## config.mk

```make
export PLATFORM = sky130hd
export DESIGN_NAME = order_book_level_delta_flat
export DESIGN_NICKNAME = d
export VERILOG_FILES = /design/src/rtl/core/obld_pkg.sv /design/src/rtl/core/obld_if.sv /design/src/rtl/core/obld_front.sv /design/src/rtl/core/obld_queue.sv /design/src/rtl/core/obld_back.sv /design/src/rtl/core/order_book_level_delta.sv /design/src/flat_wrapper.sv
export SDC_FILE = /design/constraint.sdc
export NUM_CORES = 2
export LEC_CHECK = 0
export BUFFER_PORTS_ARGS = -buffer_cell sky130_fd_sc_hd__buf_2
export CORE_MARGIN = 3
export CORE_UTILIZATION = 33
export DETAILED_ROUTE_END_ITERATION = 16
export PLACE_DENSITY = 0.5
export SYNTH_ARGS = -nofsm -noshare
export SYNTH_HDL_FRONTEND = slang
export SYNTH_SLANG_ARGS = --single-unit
```

## constraint.sdc

```tcl
create_clock -name clk_i -period 16.9 [get_ports clk_i]
set_input_delay 2.535 -clock clk_i [delete_from_list [all_inputs] [get_ports clk_i]]
set_output_delay 2.535 -clock clk_i [all_outputs]
set_load 0.02 [all_outputs]
```

## src/rtl/core/obld_pkg.sv

```systemverilog
package obld_pkg;

  localparam int unsigned PRICE_W = 32;
  localparam int unsigned VOL_W   = 31;
  localparam int unsigned DVOL_W  = 32;
  localparam int unsigned SLOT_W  = 4;

  // Side codes of a result slot.
  localparam logic SIDE_BID = 1'b0;
  localparam logic SIDE_ASK = 1'b1;

  // One level of both snapshots as it arrives.
  typedef struct packed {
    logic [PRICE_W-1:0] old_bid_price;
    logic [VOL_W-1:0]   old_bid_volume;
    logic [PRICE_W-1:0] old_ask_price;
    logic [VOL_W-1:0]   old_ask_volume;
    logic [PRICE_W-1:0] new_bid_price;
    logic [VOL_W-1:0]   new_bid_volume;
    logic [PRICE_W-1:0] new_ask_price;
    logic [VOL_W-1:0]   new_ask_volume;
  } level_t;

  // One merged delta slot.
  typedef struct packed {
    logic                      side;
    logic [SLOT_W-1:0]         slot;
    logic [PRICE_W-1:0]        delta_price;
    logic signed [DVOL_W-1:0]  delta_volume;
    logic                      last_result;
  } result_t;

  // True when price a comes before price b on the given side.
  function automatic logic ahead(logic side, logic [PRICE_W-1:0] a, logic [PRICE_W-1:0] b);
    ahead = (side == SIDE_ASK) ? (a < b) : (a > b);
  endfunction

endpackage

```

## src/rtl/core/obld_if.sv

```systemverilog
// Level channel: one level of the old and the new snapshot per transaction.
interface obld_level_if;
  logic        valid;
  logic        ready;
  logic [31:0] old_bid_price;
  logic [30:0] old_bid_volume;
  logic [31:0] old_ask_price;
  logic [30:0] old_ask_volume;
  logic [31:0] new_bid_price;
  logic [30:0] new_bid_volume;
  logic [31:0] new_ask_price;
  logic [30:0] new_ask_volume;
  logic        last_level;

  modport source (
    output valid, old_bid_price, old_bid_volume, old_ask_price, old_ask_volume,
           new_bid_price, new_bid_volume, new_ask_price, new_ask_volume, last_level,
    input  ready
  );
  modport sink (
    input  valid, old_bid_price, old_bid_volume, old_ask_price, old_ask_volume,
           new_bid_price, new_bid_volume, new_ask_price, new_ask_volume, last_level,
    output ready
  );
endinterface

// Delta channel: one merged slot per transaction.
interface obld_delta_if;
  logic        valid;
  logic        ready;
  logic        side;
  logic [3:0]  slot;
  logic [31:0] delta_price;
  logic signed [31:0] delta_volume;
  logic        last_result;

  modport source (
    output valid, side, slot, delta_price, delta_volume, last_result,
    input  ready
  );
  modport sink (
    input  valid, side, slot, delta_price, delta_volume, last_result,
    output ready
  );
endinterface

```

## src/rtl/core/obld_front.sv

```systemverilog
module obld_front #(
  parameter int unsigned LEVELS = 5,
  parameter int unsigned IW     = 3,
  parameter int unsigned EW     = 8
) (
  input  logic            clk_i,
  input  logic            rst_ni,
  input  logic            in_valid_i,
  output logic            in_ready_o,
  input  obld_pkg::level_t in_level_i,
  input  logic            in_last_i,
  output logic            push_valid_o,
  input  logic            push_ready_i,
  output logic [EW-1:0]   push_data_o
);
  import obld_pkg::*;

  localparam int unsigned CW = $clog2(LEVELS + 1);

  logic [CW-1:0] cnt_q, cnt_d;
  logic          store;
  logic          accept;

  // A level is stored only while the run has room for it.
  assign store        = (cnt_q < CW'(LEVELS));
  assign accept       = in_valid_i && push_ready_i;
  assign in_ready_o   = push_ready_i;
  assign push_valid_o = in_valid_i;
  assign push_data_o  = {in_level_i, cnt_q[IW-1:0], store, in_last_i};

  // Level counter saturates at the depth and restarts after the last level.
  always_comb begin
    cnt_d = cnt_q;
    if (accept) begin
      if (in_last_i) begin
        cnt_d = '0;
      end else if (store) begin
        cnt_d = cnt_q + CW'(1);
      end
    end
  end

  always_ff @(posedge clk_i or negedge rst_ni) begin
    if (!rst_ni) begin
      cnt_q <= '0;
    end else begin
      cnt_q <= cnt_d;
    end
  end

endmodule

```

## src/rtl/core/obld_queue.sv

```systemverilog
module obld_queue #(
  parameter int unsigned W = 8
) (
  input  logic         clk_i,
  input  logic         rst_ni,
  input  logic         push_valid_i,
  output logic         push_ready_o,
  input  logic [W-1:0] push_data_i,
  output logic         pop_valid_o,
  input  logic         pop_ready_i,
  output logic [W-1:0] pop_data_o
);

  logic [W-1:0] mem_q [2];
  logic         wptr_q, rptr_q;
  logic [1:0]   cnt_q;
  logic         push, pop;

  assign push_ready_o = (cnt_q != 2'd2);
  assign pop_valid_o  = (cnt_q != 2'd0);
  assign push         = push_valid_i && push_ready_o;
  assign pop          = pop_ready_i && pop_valid_o;
  assign pop_data_o   = mem_q[rptr_q];

  // Two-entry storage.
  always_ff @(posedge clk_i) begin
    if (push) begin
      mem_q[wptr_q] <= push_data_i;
    end
  end

  // Pointers and fill level.
  always_ff @(posedge clk_i or negedge rst_ni) begin
    if (!rst_ni) begin
      wptr_q <= 1'b0;
      rptr_q <= 1'b0;
      cnt_q  <= 2'd0;
    end else begin
      if (push) begin
        wptr_q <= ~wptr_q;
      end
      if (pop) begin
        rptr_q <= ~rptr_q;
      end
      if (push && !pop) begin
        cnt_q <= cnt_q + 2'd1;
      end else if (pop && !push) begin
        cnt_q <= cnt_q - 2'd1;
      end
    end
  end

endmodule

```

## src/rtl/core/obld_back.sv

```systemverilog
module obld_back #(
  parameter int unsigned LEVELS = 5,
  parameter int unsigned IW     = 3,
  parameter int unsigned EW     = 8
) (
  input  logic             clk_i,
  input  logic             rst_ni,
  input  logic             q_valid_i,
  output logic             q_pop_o,
  input  logic [EW-1:0]    q_data_i,
  output logic             res_valid_o,
  input  logic             res_ready_i,
  output obld_pkg::result_t res_o
);
  import obld_pkg::*;

  localparam int unsigned CW    = $clog2(LEVELS + 1);
  localparam int unsigned SLOTS = 2 * LEVELS;
  localparam int unsigned KW    = $clog2(SLOTS);
  localparam int unsigned LW    = $bits(level_t);

  typedef enum logic [1:0] {
    ST_IDLE,
    ST_SKIP_OLD,
    ST_SKIP_NEW,
    ST_MERGE
  } state_e;

  state_e        state_q, state_d;
  logic          side_q, side_d;
  logic [CW-1:0] i_q, i_d, j_q, j_d;
  logic [KW-1:0] k_q, k_d;
  logic          out_valid_q, out_valid_d;
  result_t       res_q, res_d;

  // Level stores, indexed by side then level.
  logic [PRICE_W-1:0] old_price_q [2][LEVELS];
  logic [VOL_W-1:0]   old_vol_q   [2][LEVELS];
  logic [PRICE_W-1:0] new_price_q [2][LEVELS];
  logic [VOL_W-1:0]   new_vol_q   [2][LEVELS];

  level_t        q_level;
  logic [IW-1:0] q_idx;
  logic          q_store, q_last;

  logic [PRICE_W-1:0] op_i, np_j, op_0, np_0, merged_price;
  logic [VOL_W-1:0]   ov_i, nv_j;
  logic [DVOL_W-1:0]  vol_new, vol_old;
  logic               i_ok, j_ok, fill, hit_old, hit_new, k_last;
  logic               out_free, out_load, wr_en;
  logic [31:0]        k_ext;

  // Unpack the queue entry.
  assign q_level = q_data_i[EW-1 -: LW];
  assign q_idx   = q_data_i[IW+1:2];
  assign q_store = q_data_i[1];
  assign q_last  = q_data_i[0];

  // Heads and cursors of the two books on the active side.
  assign op_i = old_price_q[side_q][i_q[IW-1:0]];
  assign ov_i = old_vol_q[side_q][i_q[IW-1:0]];
  assign np_j = new_price_q[side_q][j_q[IW-1:0]];
  assign nv_j = new_vol_q[side_q][j_q[IW-1:0]];
  assign op_0 = old_price_q[side_q][0];
  assign np_0 = new_price_q[side_q][0];

  assign i_ok   = (i_q < CW'(LEVELS));
  assign j_ok   = (j_q < CW'(LEVELS));
  assign fill   = i_ok && j_ok;
  assign k_last = (k_q == KW'(SLOTS - 1));

  // One merge step: pick the leading price and combine volumes at it.
  assign merged_price = ahead(side_q, op_i, np_j) ? op_i : np_j;
  assign hit_old      = (merged_price == op_i);
  assign hit_new      = (merged_price == np_j);
  assign vol_new      = hit_new ? {1'b0, nv_j} : '0;
  assign vol_old      = hit_old ? {1'b0, ov_i} : '0;
  assign k_ext        = 32'(k_q);

  assign out_free    = !out_valid_q || res_ready_i;
  assign q_pop_o     = (state_q == ST_IDLE);
  assign res_valid_o = out_valid_q;
  assign res_o       = res_q;

  // Sequencer for loading, skipping and merging.
  always_comb begin
    state_d  = state_q;
    side_d   = side_q;
    i_d      = i_q;
    j_d      = j_q;
    k_d      = k_q;
    out_load = 1'b0;
    wr_en    = 1'b0;
    unique case (state_q)
      ST_IDLE: begin
        if (q_valid_i) begin
          wr_en = q_store;
          if (q_last) begin
            side_d  = SIDE_BID;
            i_d     = '0;
            state_d = ST_SKIP_OLD;
          end
        end
      end
      ST_SKIP_OLD: begin
        if (i_ok && ahead(side_q, op_i, np_0)) begin
          i_d = i_q + CW'(1);
        end else begin
          j_d     = '0;
          state_d = ST_SKIP_NEW;
        end
      end
      ST_SKIP_NEW: begin
        if (j_ok && ahead(side_q, np_j, op_0)) begin
          j_d = j_q + CW'(1);
        end else begin
          k_d     = '0;
          state_d = ST_MERGE;
        end
      end
      ST_MERGE: begin
        if (out_free) begin
          out_load = 1'b1;
          if (fill) begin
            if (hit_old) begin
              i_d = i_q + CW'(1);
            end
            if (hit_new) begin
              j_d = j_q + CW'(1);
            end
          end
          if (k_last) begin
            if (side_q == SIDE_BID) begin
              side_d  = SIDE_ASK;
              i_d     = '0;
              state_d = ST_SKIP_OLD;
            end else begin
              state_d = ST_IDLE;
            end
          end else begin
            k_d = k_q + KW'(1);
          end
        end
      end
      default: state_d = ST_IDLE;
    endcase
  end

  // Next slot for the output register.
  always_comb begin
    res_d.side         = side_q;
    res_d.slot         = k_ext[SLOT_W-1:0];
    res_d.delta_price  = fill ? merged_price : '0;
    res_d.delta_volume = fill ? signed'(vol_new - vol_old) : '0;
    res_d.last_result  = (side_q == SIDE_ASK) && k_last;
    if (out_load) begin
      out_valid_d = 1'b1;
    end else if (res_ready_i) begin
      out_valid_d = 1'b0;
    end else begin
      out_valid_d = out_valid_q;
    end
  end

  // State and registered outputs.
  always_ff @(posedge clk_i or negedge rst_ni) begin
    if (!rst_ni) begin
      state_q     <= ST_IDLE;
      side_q      <= SIDE_BID;
      i_q         <= '0;
      j_q         <= '0;
      k_q         <= '0;
      out_valid_q <= 1'b0;
    end else begin
      state_q     <= state_d;
      side_q      <= side_d;
      i_q         <= i_d;
      j_q         <= j_d;
      k_q         <= k_d;
      out_valid_q <= out_valid_d;
    end
  end

  // Payload of the output register and the level stores.
  always_ff @(posedge clk_i) begin
    if (out_load) begin
      res_q <= res_d;
    end
    if (wr_en) begin
      old_price_q[SIDE_BID][q_idx] <= q_level.old_bid_price;
      old_vol_q[SIDE_BID][q_idx]   <= q_level.old_bid_volume;
      new_price_q[SIDE_BID][q_idx] <= q_level.new_bid_price;
      new_vol_q[SIDE_BID][q_idx]   <= q_level.new_bid_volume;
      old_price_q[SIDE_ASK][q_idx] <= q_level.old_ask_price;
      old_vol_q[SIDE_ASK][q_idx]   <= q_level.old_ask_volume;
      new_price_q[SIDE_ASK][q_idx] <= q_level.new_ask_price;
      new_vol_q[SIDE_ASK][q_idx]   <= q_level.new_ask_volume;
    end
  end

endmodule

```

## src/rtl/core/order_book_level_delta.sv

```systemverilog
// Order book level delta.
// The level channel in_i carries one level of an old and a new snapshot per
// transaction; last_level marks the final level of a run and starts the merge.
// Up to LEVELS levels are stored per run, and further levels before the last
// one are dropped. The delta channel out_o then carries 2*LEVELS slots for the
// bid side followed by 2*LEVELS slots for the ask side; last_result marks the
// final ask slot. Unfilled slots carry a zero price and a zero volume.
// Levels pass a two-entry queue to the merge engine, which takes levels back
// to back while it is idle. After the last level the engine runs, per side,
// a skip scan over the old book and one over the new book, then a merge loop
// that loads one slot per cycle into the output register while the receiver
// does not stall. The first slot follows the two skip scans of the bid side.
// Reset clears the level counter, the queue and the engine; the level stores
// keep no reset value. When the receiver stalls, the current slot holds in
// the output register and the merge pauses. The queue is popped only while
// the engine is loading, so otherwise it fills and in_i drops ready until
// the engine returns to loading.
module order_book_level_delta #(
  parameter int unsigned LEVELS = 5
) (
  input  logic         clk_i,
  input  logic         rst_ni,
  obld_level_if.sink   in_i,
  obld_delta_if.source out_o
);
  import obld_pkg::*;

  localparam int unsigned IW    = (LEVELS > 1) ? $clog2(LEVELS) : 1;
  localparam int unsigned EW    = $bits(level_t) + IW + 2;
  localparam int unsigned SLOTS = 2 * LEVELS;
  localparam logic [31:0] LAST_SLOT = 32'(SLOTS - 1);

  level_t        in_level;
  logic          push_valid, push_ready, pop_valid, pop_ready;
  logic [EW-1:0] push_data, pop_data;
  result_t       res;

  // Gather the input payload.
  assign in_level.old_bid_price  = in_i.old_bid_price;
  assign in_level.old_bid_volume = in_i.old_bid_volume;
  assign in_level.old_ask_price  = in_i.old_ask_price;
  assign in_level.old_ask_volume = in_i.old_ask_volume;
  assign in_level.new_bid_price  = in_i.new_bid_price;
  assign in_level.new_bid_volume = in_i.new_bid_volume;
  assign in_level.new_ask_price  = in_i.new_ask_price;
  assign in_level.new_ask_volume = in_i.new_ask_volume;

  obld_front #(
    .LEVELS (LEVELS),
    .IW     (IW),
    .EW     (EW)
  ) u_front (
    .clk_i        (clk_i),
    .rst_ni       (rst_ni),
    .in_valid_i   (in_i.valid),
    .in_ready_o   (in_i.ready),
    .in_level_i   (in_level),
    .in_last_i    (in_i.last_level),
    .push_valid_o (push_valid),
    .push_ready_i (push_ready),
    .push_data_o  (push_data)
  );

  obld_queue #(
    .W (EW)
  ) u_queue (
    .clk_i        (clk_i),
    .rst_ni       (rst_ni),
    .push_valid_i (push_valid),
    .push_ready_o (push_ready),
    .push_data_i  (push_data),
    .pop_valid_o  (pop_valid),
    .pop_ready_i  (pop_ready),
    .pop_data_o   (pop_data)
  );

  obld_back #(
    .LEVELS (LEVELS),
    .IW     (IW),
    .EW     (EW)
  ) u_back (
    .clk_i       (clk_i),
    .rst_ni      (rst_ni),
    .q_valid_i   (pop_valid),
    .q_pop_o     (pop_ready),
    .q_data_i    (pop_data),
    .res_valid_o (out_o.valid),
    .res_ready_i (out_o.ready),
    .res_o       (res)
  );

  // Drive the delta payload.
  assign out_o.side         = res.side;
  assign out_o.slot         = res.slot;
  assign out_o.delta_price  = res.delta_price;
  assign out_o.delta_volume = res.delta_volume;
  assign out_o.last_result  = res.last_result;

`ifndef SYNTH
  // The closing slot of a run is the top ask slot.
  a_last_is_top_ask: assert property (@(posedge clk_i) disable iff (!rst_ni)
    out_o.valid && out_o.last_result |->
      (out_o.side == SIDE_ASK) && (out_o.slot == LAST_SLOT[SLOT_W-1:0]))
    else $error("last_result on a slot other than the final ask slot");

  // A slot that is not taken stays on the channel unchanged.
  a_hold_while_stalled: assert property (@(posedge clk_i) disable iff (!rst_ni)
    out_o.valid && !out_o.ready |=> out_o.valid && $stable(res))
    else $error("slot changed or dropped while the receiver stalled");
`endif

endmodule
```

## src/flat_wrapper.sv

```systemverilog
// flat-port wrapper written by rule: the top's interface ports become plain ports
module order_book_level_delta_flat import obld_pkg::*;
#(
  parameter int unsigned LEVELS = 5
)
  (clk_i, rst_ni, in_i_valid, in_i_old_bid_price, in_i_old_bid_volume, in_i_old_ask_price, in_i_old_ask_volume, in_i_new_bid_price, in_i_new_bid_volume, in_i_new_ask_price, in_i_new_ask_volume, in_i_last_level, in_i_ready, out_o_valid, out_o_side, out_o_slot, out_o_delta_price, out_o_delta_volume, out_o_last_result, out_o_ready);
  obld_level_if in_i_i ();
  obld_delta_if out_o_i ();
  input  logic clk_i;
  input  logic rst_ni;
  input wire logic [$bits(in_i_i.valid)-1:0] in_i_valid;
  input wire logic [$bits(in_i_i.old_bid_price)-1:0] in_i_old_bid_price;
  input wire logic [$bits(in_i_i.old_bid_volume)-1:0] in_i_old_bid_volume;
  input wire logic [$bits(in_i_i.old_ask_price)-1:0] in_i_old_ask_price;
  input wire logic [$bits(in_i_i.old_ask_volume)-1:0] in_i_old_ask_volume;
  input wire logic [$bits(in_i_i.new_bid_price)-1:0] in_i_new_bid_price;
  input wire logic [$bits(in_i_i.new_bid_volume)-1:0] in_i_new_bid_volume;
  input wire logic [$bits(in_i_i.new_ask_price)-1:0] in_i_new_ask_price;
  input wire logic [$bits(in_i_i.new_ask_volume)-1:0] in_i_new_ask_volume;
  input wire logic [$bits(in_i_i.last_level)-1:0] in_i_last_level;
  output wire logic [$bits(in_i_i.ready)-1:0] in_i_ready;
  output wire logic [$bits(out_o_i.valid)-1:0] out_o_valid;
  output wire logic [$bits(out_o_i.side)-1:0] out_o_side;
  output wire logic [$bits(out_o_i.slot)-1:0] out_o_slot;
  output wire logic [$bits(out_o_i.delta_price)-1:0] out_o_delta_price;
  output wire logic [$bits(out_o_i.delta_volume)-1:0] out_o_delta_volume;
  output wire logic [$bits(out_o_i.last_result)-1:0] out_o_last_result;
  input wire logic [$bits(out_o_i.ready)-1:0] out_o_ready;
  assign in_i_i.valid = in_i_valid;
  assign in_i_i.old_bid_price = in_i_old_bid_price;
  assign in_i_i.old_bid_volume = in_i_old_bid_volume;
  assign in_i_i.old_ask_price = in_i_old_ask_price;
  assign in_i_i.old_ask_volume = in_i_old_ask_volume;
  assign in_i_i.new_bid_price = in_i_new_bid_price;
  assign in_i_i.new_bid_volume = in_i_new_bid_volume;
  assign in_i_i.new_ask_price = in_i_new_ask_price;
  assign in_i_i.new_ask_volume = in_i_new_ask_volume;
  assign in_i_i.last_level = in_i_last_level;
  assign in_i_ready = in_i_i.ready;
  assign out_o_valid = out_o_i.valid;
  assign out_o_side = out_o_i.side;
  assign out_o_slot = out_o_i.slot;
  assign out_o_delta_price = out_o_i.delta_price;
  assign out_o_delta_volume = out_o_i.delta_volume;
  assign out_o_last_result = out_o_i.last_result;
  assign out_o_i.ready = out_o_ready;
  order_book_level_delta #(.LEVELS(LEVELS)) u_core (.clk_i(clk_i), .rst_ni(rst_ni), .in_i(in_i_i), .out_o(out_o_i));
endmodule
```

Word level (Yosys, flattened, before mapping). Memories as Yosys holds them, arrays and structs flattened. Index checks and enable logic that the tools add are counted.

Add/sub/neg operators: 7. $lt $le $gt $ge: 13. Equality and inequality tests: 18. Mux-type cells: 69. Bitwise gates (word level): 5. Reductions and logical operators: 28.

Operator list (number): two-way mux 31 bit (7); binary-select mux 32 bit (select 3 bit) (2); two-way mux 32 bit (6); binary-select mux 31 bit (select 3 bit) (2); two-way mux 160 bit (1); two-way mux 155 bit (1); demux 32 bit (select 3 bit) (1); > comparator 32 bit (3); < comparator 32 bit (3); demux 31 bit (select 3 bit) (1); == test 32 bit (2); two-way mux 3 bit (15); subtractor 31 x 31 -> 32 bit (1); inequality test 2 bit, second input constant (11); one-hot mux 3 bit (3 select lines) (2); two-way mux 1 bit (17); two-way mux 2 bit (8); greater-or-equal comparator 4 bit, second input constant (3); two-way mux 4 bit (3); NOT 3 -> 4 bit (3); AND reduction 6 bit (2); nonzero test 2 bit (6); AND reduction 5 bit (2); adder 3 x 1 -> 3 bit, second input constant (3); 20 further kinds (35).

Bits in registers: 91. Bits in writable memories: 1774. Input port bits: 257. Output and inout port bits: 72. Word-level logic and storage cells: 160. Memories kept: 5.

Memory list: u_core.u_queue.mem_q (words 2, width 257, read ports 1, clocked after memory_dff 0, wr ports 1, line obld_queue.sv:14) `logic [W-1:0] mem_q [2];`; u_core.u_back.new_price_q (words 2, width 160, read ports 1, clocked after memory_dff 0, wr ports 2, line obld_back.sv:39) `logic [PRICE_W-1:0] new_price_q [2][LEVELS];`; u_core.u_back.old_price_q (words 2, width 160, read ports 1, clocked after memory_dff 0, wr ports 2, line obld_back.sv:37) `logic [PRICE_W-1:0] old_price_q [2][LEVELS];`; u_core.u_back.new_vol_q (words 2, width 155, read ports 1, clocked after memory_dff 0, wr ports 2, line obld_back.sv:40) `logic [VOL_W-1:0] new_vol_q [2][LEVELS];`; u_core.u_back.old_vol_q (words 2, width 155, read ports 1, clocked after memory_dff 0, wr ports 2, line obld_back.sv:38) `logic [VOL_W-1:0] old_vol_q [2][LEVELS];`.

Logic depth before layout (Yosys ltp).
Depth after elaboration: 14. Depth in mapped cells: 33. Mapped depth without buffers: 27.

Hierarchy. A second synthesis with hierarchy kept.

Cell total of the unflattened synthesis: 4130. Area total of the unflattened synthesis: 77907.2 um2.

By module, submodules not included: obld_back (instances 1, cells each 3039, area each 56221.4 um2, sequential area each 40288.6 um2); obld_queue (instances 1, cells each 818, area each 19592.5 um2, sequential area each 15534.9 um2); obld_front (instances 1, cells each 273, area each 2093.3 um2, sequential area each 75.1 um2).

Worst setup path before layout. Ideal clock, no wire load.

Path kind: input to register. Start point: input in_i_valid. End point: memory u_core.u_queue.mem_q[0][0] in the netlist's numbering (enable). Setup time: 0.881 ns. Arrival time: 13.304 ns. Required time: 16.019 ns. Slack: 2.715 ns. Cell stages on the path: 2. Buffers on the path: 0. Cell sequence: nand2_1 > nor2_1.

Longest elaborated chain between the ends: 3.

RTL lines: start: declaration (line flat_wrapper.sv:11) `input wire logic [$bits(in_i_i.valid)-1:0] in_i_valid;`; logical AND 1 bit (line obld_queue.sv:21) `assign push = push_valid_i && push_ready_o;`; two-way mux 1 bit (line obld_queue.sv:27) `if (push) begin`; two-way mux 1 bit (not written as such) (line obld_queue.sv:28) `mem_q[wptr_q] <= push_data_i;`; end: declaration (line obld_queue.sv:14).

No other way between the ends.

Final worst setup path.
Start point: register u_core.u_back.side_q. End point: register u_core.u_back.res_q (netlist bit u_core.u_back.res_o[32]) (data pin).

Longest elaborated chain between the ends: 10. Elaborated cells between the ends (all ways): 25. Classes of those cells: add/sub: 1; order compare: 2; eq/ne: 2; mux: 16; memory: 4.

RTL lines: start: declaration (line obld_back.sv:30) `logic side_q, side_d;`; start signal: assignment (line obld_back.sv:176) `side_q <= side_d;`; memory (2 x 160 bit) (on tied branches); binary-select mux 32 bit (select 3 bit) (on tied branches) (line obld_back.sv:60, obld_back.sv:62); two-way mux 32 bit (on tied branches) (2 in a row) (line obld_back.sv:60, obld_back.sv:62); > comparator 32 bit / < comparator 32 bit (equally long branches) (line obld_pkg.sv:35) `ahead = (side == SIDE_ASK) ? (a < b) : (a > b);`; two-way mux 1 bit (line obld_pkg.sv:35); two-way mux 32 bit (line obld_back.sv:73) `assign merged_price = ahead(side_q, op_i, np_j) ? op_i : np_j;`; == test 32 bit (on tied branches) (line obld_back.sv:75, obld_back.sv:74); two-way mux 31 bit (on tied branches) (line obld_back.sv:76, obld_back.sv:77); subtractor 31 x 31 -> 32 bit * (line obld_back.sv:154) `res_d.delta_volume = fill ? signed'(vol_new - vol_old) : '0;`; end signal: assignment (line obld_back.sv:187) `res_q <= res_d;`; end: declaration (line obld_back.sv:34) `result_t res_q, res_d;`.

Every way passes the cells marked *; elsewhere a longest branch is shown, timed or not. The select of a mux whose other input is x is not followed. A chain may end at the register's enable or synchronous reset.

==> run metrics <==
status completed; largest family of logic cells by synthesized area multiplexers; DRT antenna net count 0; leakage power 0.0284 uW; GRT met1 Usage 21.8%; core box area 225,000 sq um; register bit total from synthesis 1,865; DR iter-0 viols 2,884; met3 GRT Util 3.06%; Hold Crit Class reg2reg; total CTS buffers 198; Simple-Gate Fraction of Synth Area 2.28%; Hold-fix buffers, CTS 0; max_slew headroom 14.9%; RD Place Congestion 0.842; Area growth, synth to finish 15.5%; Main synth FF type edfxtp_1; CP required 17,480 ps; later-pin clock latency in the skew report 820 ps; Final Hold Fails 0; Final Cycle Share 57.5%; Yosys top cell area share 73.9%; HPWL Detailed 122,000 um; Tot GR Track Use 16.0%; FF-to-FF path depth 27; Hold Crit Depth 1; H-Tree Depth 4; combinational share of power 38.2%; Max IR drop VDD 0.000136 V; ratio of cells with drive above 1 in the final layout 27.8%; Crit Path Class reg2reg; total wire length 189,000 um; post-CTS setup buffer count 0; Port Buf Inserts 328; Final Slew Violations 0; largest net degree at the start of global routing 146; crit end category flop; Syn. warnings 0; TritonCTS clock tree yes; Setup Viol. Count Final 0; skew final 38.0 ps; Post-Synth XOR/XNOR Area 0.702%; Post-synth EDFFs 1,844; internal power 11,200 uW; Synth Instances 3,858; post-synth top area cell edfxtp_1; global-route wire length before repair 271,000 um; vias in the first global route 37,846; Root Buffer clkbuf_16; multiplexer area fraction after synthesis 14.9%; total die area 233,000 sq um; die height 482 um; I/O pin count 329; multi-input logic area 18,000 sq um; Post-Synth Adder-Cell Area 2.32%; Site Rows 174; RSZ-0062 raised after global routing false; critical path arrival 10,300 ps; power per cell area 203 nW/um^2; setup tns final 0 ps; Worst setup SP type flop; fmax 0.103 GHz; crit path time final 9720 ps; vias per std cell 4.99; Synth Area in Compound Gates 3.75%; clock network fraction of total power 24.2%; worst-margin pin slew 1260 ps; Seq/Total Area, Yosys 74.6%; post-CTS sizing 0; Reg clk slew, reported paths 60 ps; max capacitance violation total 0; Max FO, Critical Path 41; grt ovf 0; busiest grt layer met2; Unique masters post-synth 66; Die Width 482 um; Seq pwr share 37.6%; Layout Nets 4,671; # DRC 0; post-synthesis average cell area 19.4 sq um; initial antenna violation count 41; P_sw 6320 uW; drt pass-1 iters 6; WHS 514 ps; Initial Utilization 33.2%; # clock sinks 1,865; DR WL/cell 25.4 um; Mapped Nets 4,253; met2 Track Usage GR 26.3%; sw frac 36.1%; Post-Syn Area 74,900 sq um; dominant cells by area after synthesis edfxtp_1, mux4_2, mux2_2; routed vias 37,162; fraction of registers with async set/reset 1.13%; Reg area 55,900 sq um; Clock Tree Buf Depth 3; Filler cells 20,505
[critical path, stage by stage, from the launching register on]
cell,delay (ps)
dfrtp_4,860
buf_4,750
buf_4,600
buf_4,690
mux4_2,590
a22oi_1,200
o21ai_1,210
ha_1,380
a21o_1,160
a21o_1,170
a21oi_1,240
o21a_1,160
o221ai_1,120
a21oi_1,260
mux2i_4,460
or2_1,810
and2_1,290
ha_1,240
nor2b_1,120
o21ai_0,190
a21boi_0,150
o21ai_0,340
a21o_1,230
a21oi_1,130
o21a_1,270
nor3_1,350
nor3_1,100
a2111oi_0,330
[layer usage]
layer  share of wire [%]  vias up
li1                    -    16574
met1                  44    19311
met5                   0        -
met4                 2.4        0
met3                 5.2      273
met2                  49     1004
[worst paths after layout]
path                                          from                         to  slack [ps]
setup / recovery              u_core.u_back.side_q    u_core.u_back.res_o[32]        7180
hold / removal             u_core.u_queue.cnt_q[1]    u_core.u_queue.cnt_q[1]         510
setup reg to reg              u_core.u_back.side_q    u_core.u_back.res_o[32]        7180
hold reg to reg            u_core.u_queue.cnt_q[1]    u_core.u_queue.cnt_q[1]         510
max in group asynchronous                   rst_ni       u_core.u_back.j_q[1]       14710
min in group asynchronous                   rst_ni  u_core.u_back.res_valid_o        1710
[placed cells by master, fill, tap and decap left out, types with 8 or more instances in the layout]
master / instances
edfxtp_1: 1844
buf_2: 328
mux2_2: 297
mux4_2: 244
mux2i_1: 231
clkbuf_16: 204
ha_1: 137
nor2_1: 94
nand2_1: 81
o21ai_0: 65
o22ai_1: 63
a22oi_1: 61
buf_4: 61
a21oi_1: 57
inv_1: 56
clkinv_1: 52
xor2_1: 48
clkbuf_1: 48
a21o_1: 44
nand3_1: 39
o21ai_1: 35
and2_1: 34
a211oi_1: 33
clkinv_2: 29
nand4_1: 21
bufinv_16: 17
dfrtp_1: 14
nor3_1: 13
nor4_1: 12
nand2b_1: 12
xnor2_1: 12
o21a_1: 10
and3_1: 10
diode_2: 8
[stage by stage]
| stage | setup slack [ps] | util [%] | area, sq um | total power [uW] | instances |
|---|---|---|---|---|---|
| after floorplan | 2710 | - | 74900 | 11200 | 3858 |
| after global placement | 7190 | 35.6 | 80200 | 13400 | 7068 |
| after detailed placement | 7060 | 35.6 | 80200 | 13500 | 7068 |
| after CTS | 7100 | 38.4 | 86500 | 17800 | 7438 |
| after global routing | 6430 | 38.4 | 86500 | 18600 | 7442 |
| final | 7180 | 38.4 | 86500 | 17500 | 7446 |
[cell families (layout without fill, tap and decap cells)]
kind of cell / count (synthesis) / after routing
AO/OA/AOI/OAI: 430 / 430
flip-flops: 1865 / 1865
AND/OR/NAND/NOR: 355 / 355
XOR/XNOR: 60 / 60
adder cells (fa/ha/maj): 138 / 138
multiplexers: 774 / 774
buffers and inverters: 236 / 824
other: 0 / 8
[cell type report]
type / instances / area share (%)
diodes: 8 / 0.0231
clock buffers: 254 / 6.14
clock inverters: 116 / 1.21
inverters: 58 / 0.252
multi-input cells: 1757 / 20.9
flip-flops and latches: 1865 / 64.6
well taps: 2992 / 4.33
repair buffers: 396 / 2.59
[flip-flops by register name (all words and copies together) (netlist names), 2 cells and up]
| signal | count |
|---|---|
| u_core.u_back.i_q | 3 |
| u_core.u_back.j_q | 3 |
| u_core.u_back.k_q | 4 |
| u_core.u_back.new_price_q | 320 |
| u_core.u_back.new_vol_q | 310 |
| u_core.u_back.old_price_q | 320 |
| u_core.u_back.old_vol_q | 310 |
| u_core.u_back.res_o | 70 |
| u_core.u_back.state_q | 2 |
| u_core.u_front.cnt_q | 3 |
| u_core.u_queue.cnt_q | 2 |
| u_core.u_queue.mem_q | 514 |
[synth_stat cells (39+ instances only)]
| master | instances |
|---|---|
| inv_1 | 56 |
| xor2_1 | 48 |
| a21o_1 | 44 |
| nand2_1 | 83 |
| ha_1 | 137 |
| o21ai_0 | 65 |
| clkbuf_1 | 95 |
| a22oi_1 | 61 |
| a21oi_1 | 57 |
| mux2_2 | 297 |
| mux4_2 | 244 |
| edfxtp_1 | 1844 |
| buf_2 | 40 |
| mux2i_1 | 232 |
| nor2_1 | 102 |
| nand3_1 | 39 |
| o22ai_1 | 63 |
[power by group through the flow]
stage	registers, uW	clock network (uW)	logic (uW)
6_report	6590	4240	6700
3_5_place_dp	6700	0	6770
3_3_place_gp	6680	0	6760
4_1_cts	6600	4380	6810
2_1_floorplan	6870	0	4370
5_1_grt	6650	4560	7380
(Power assumes the default switching activity.)
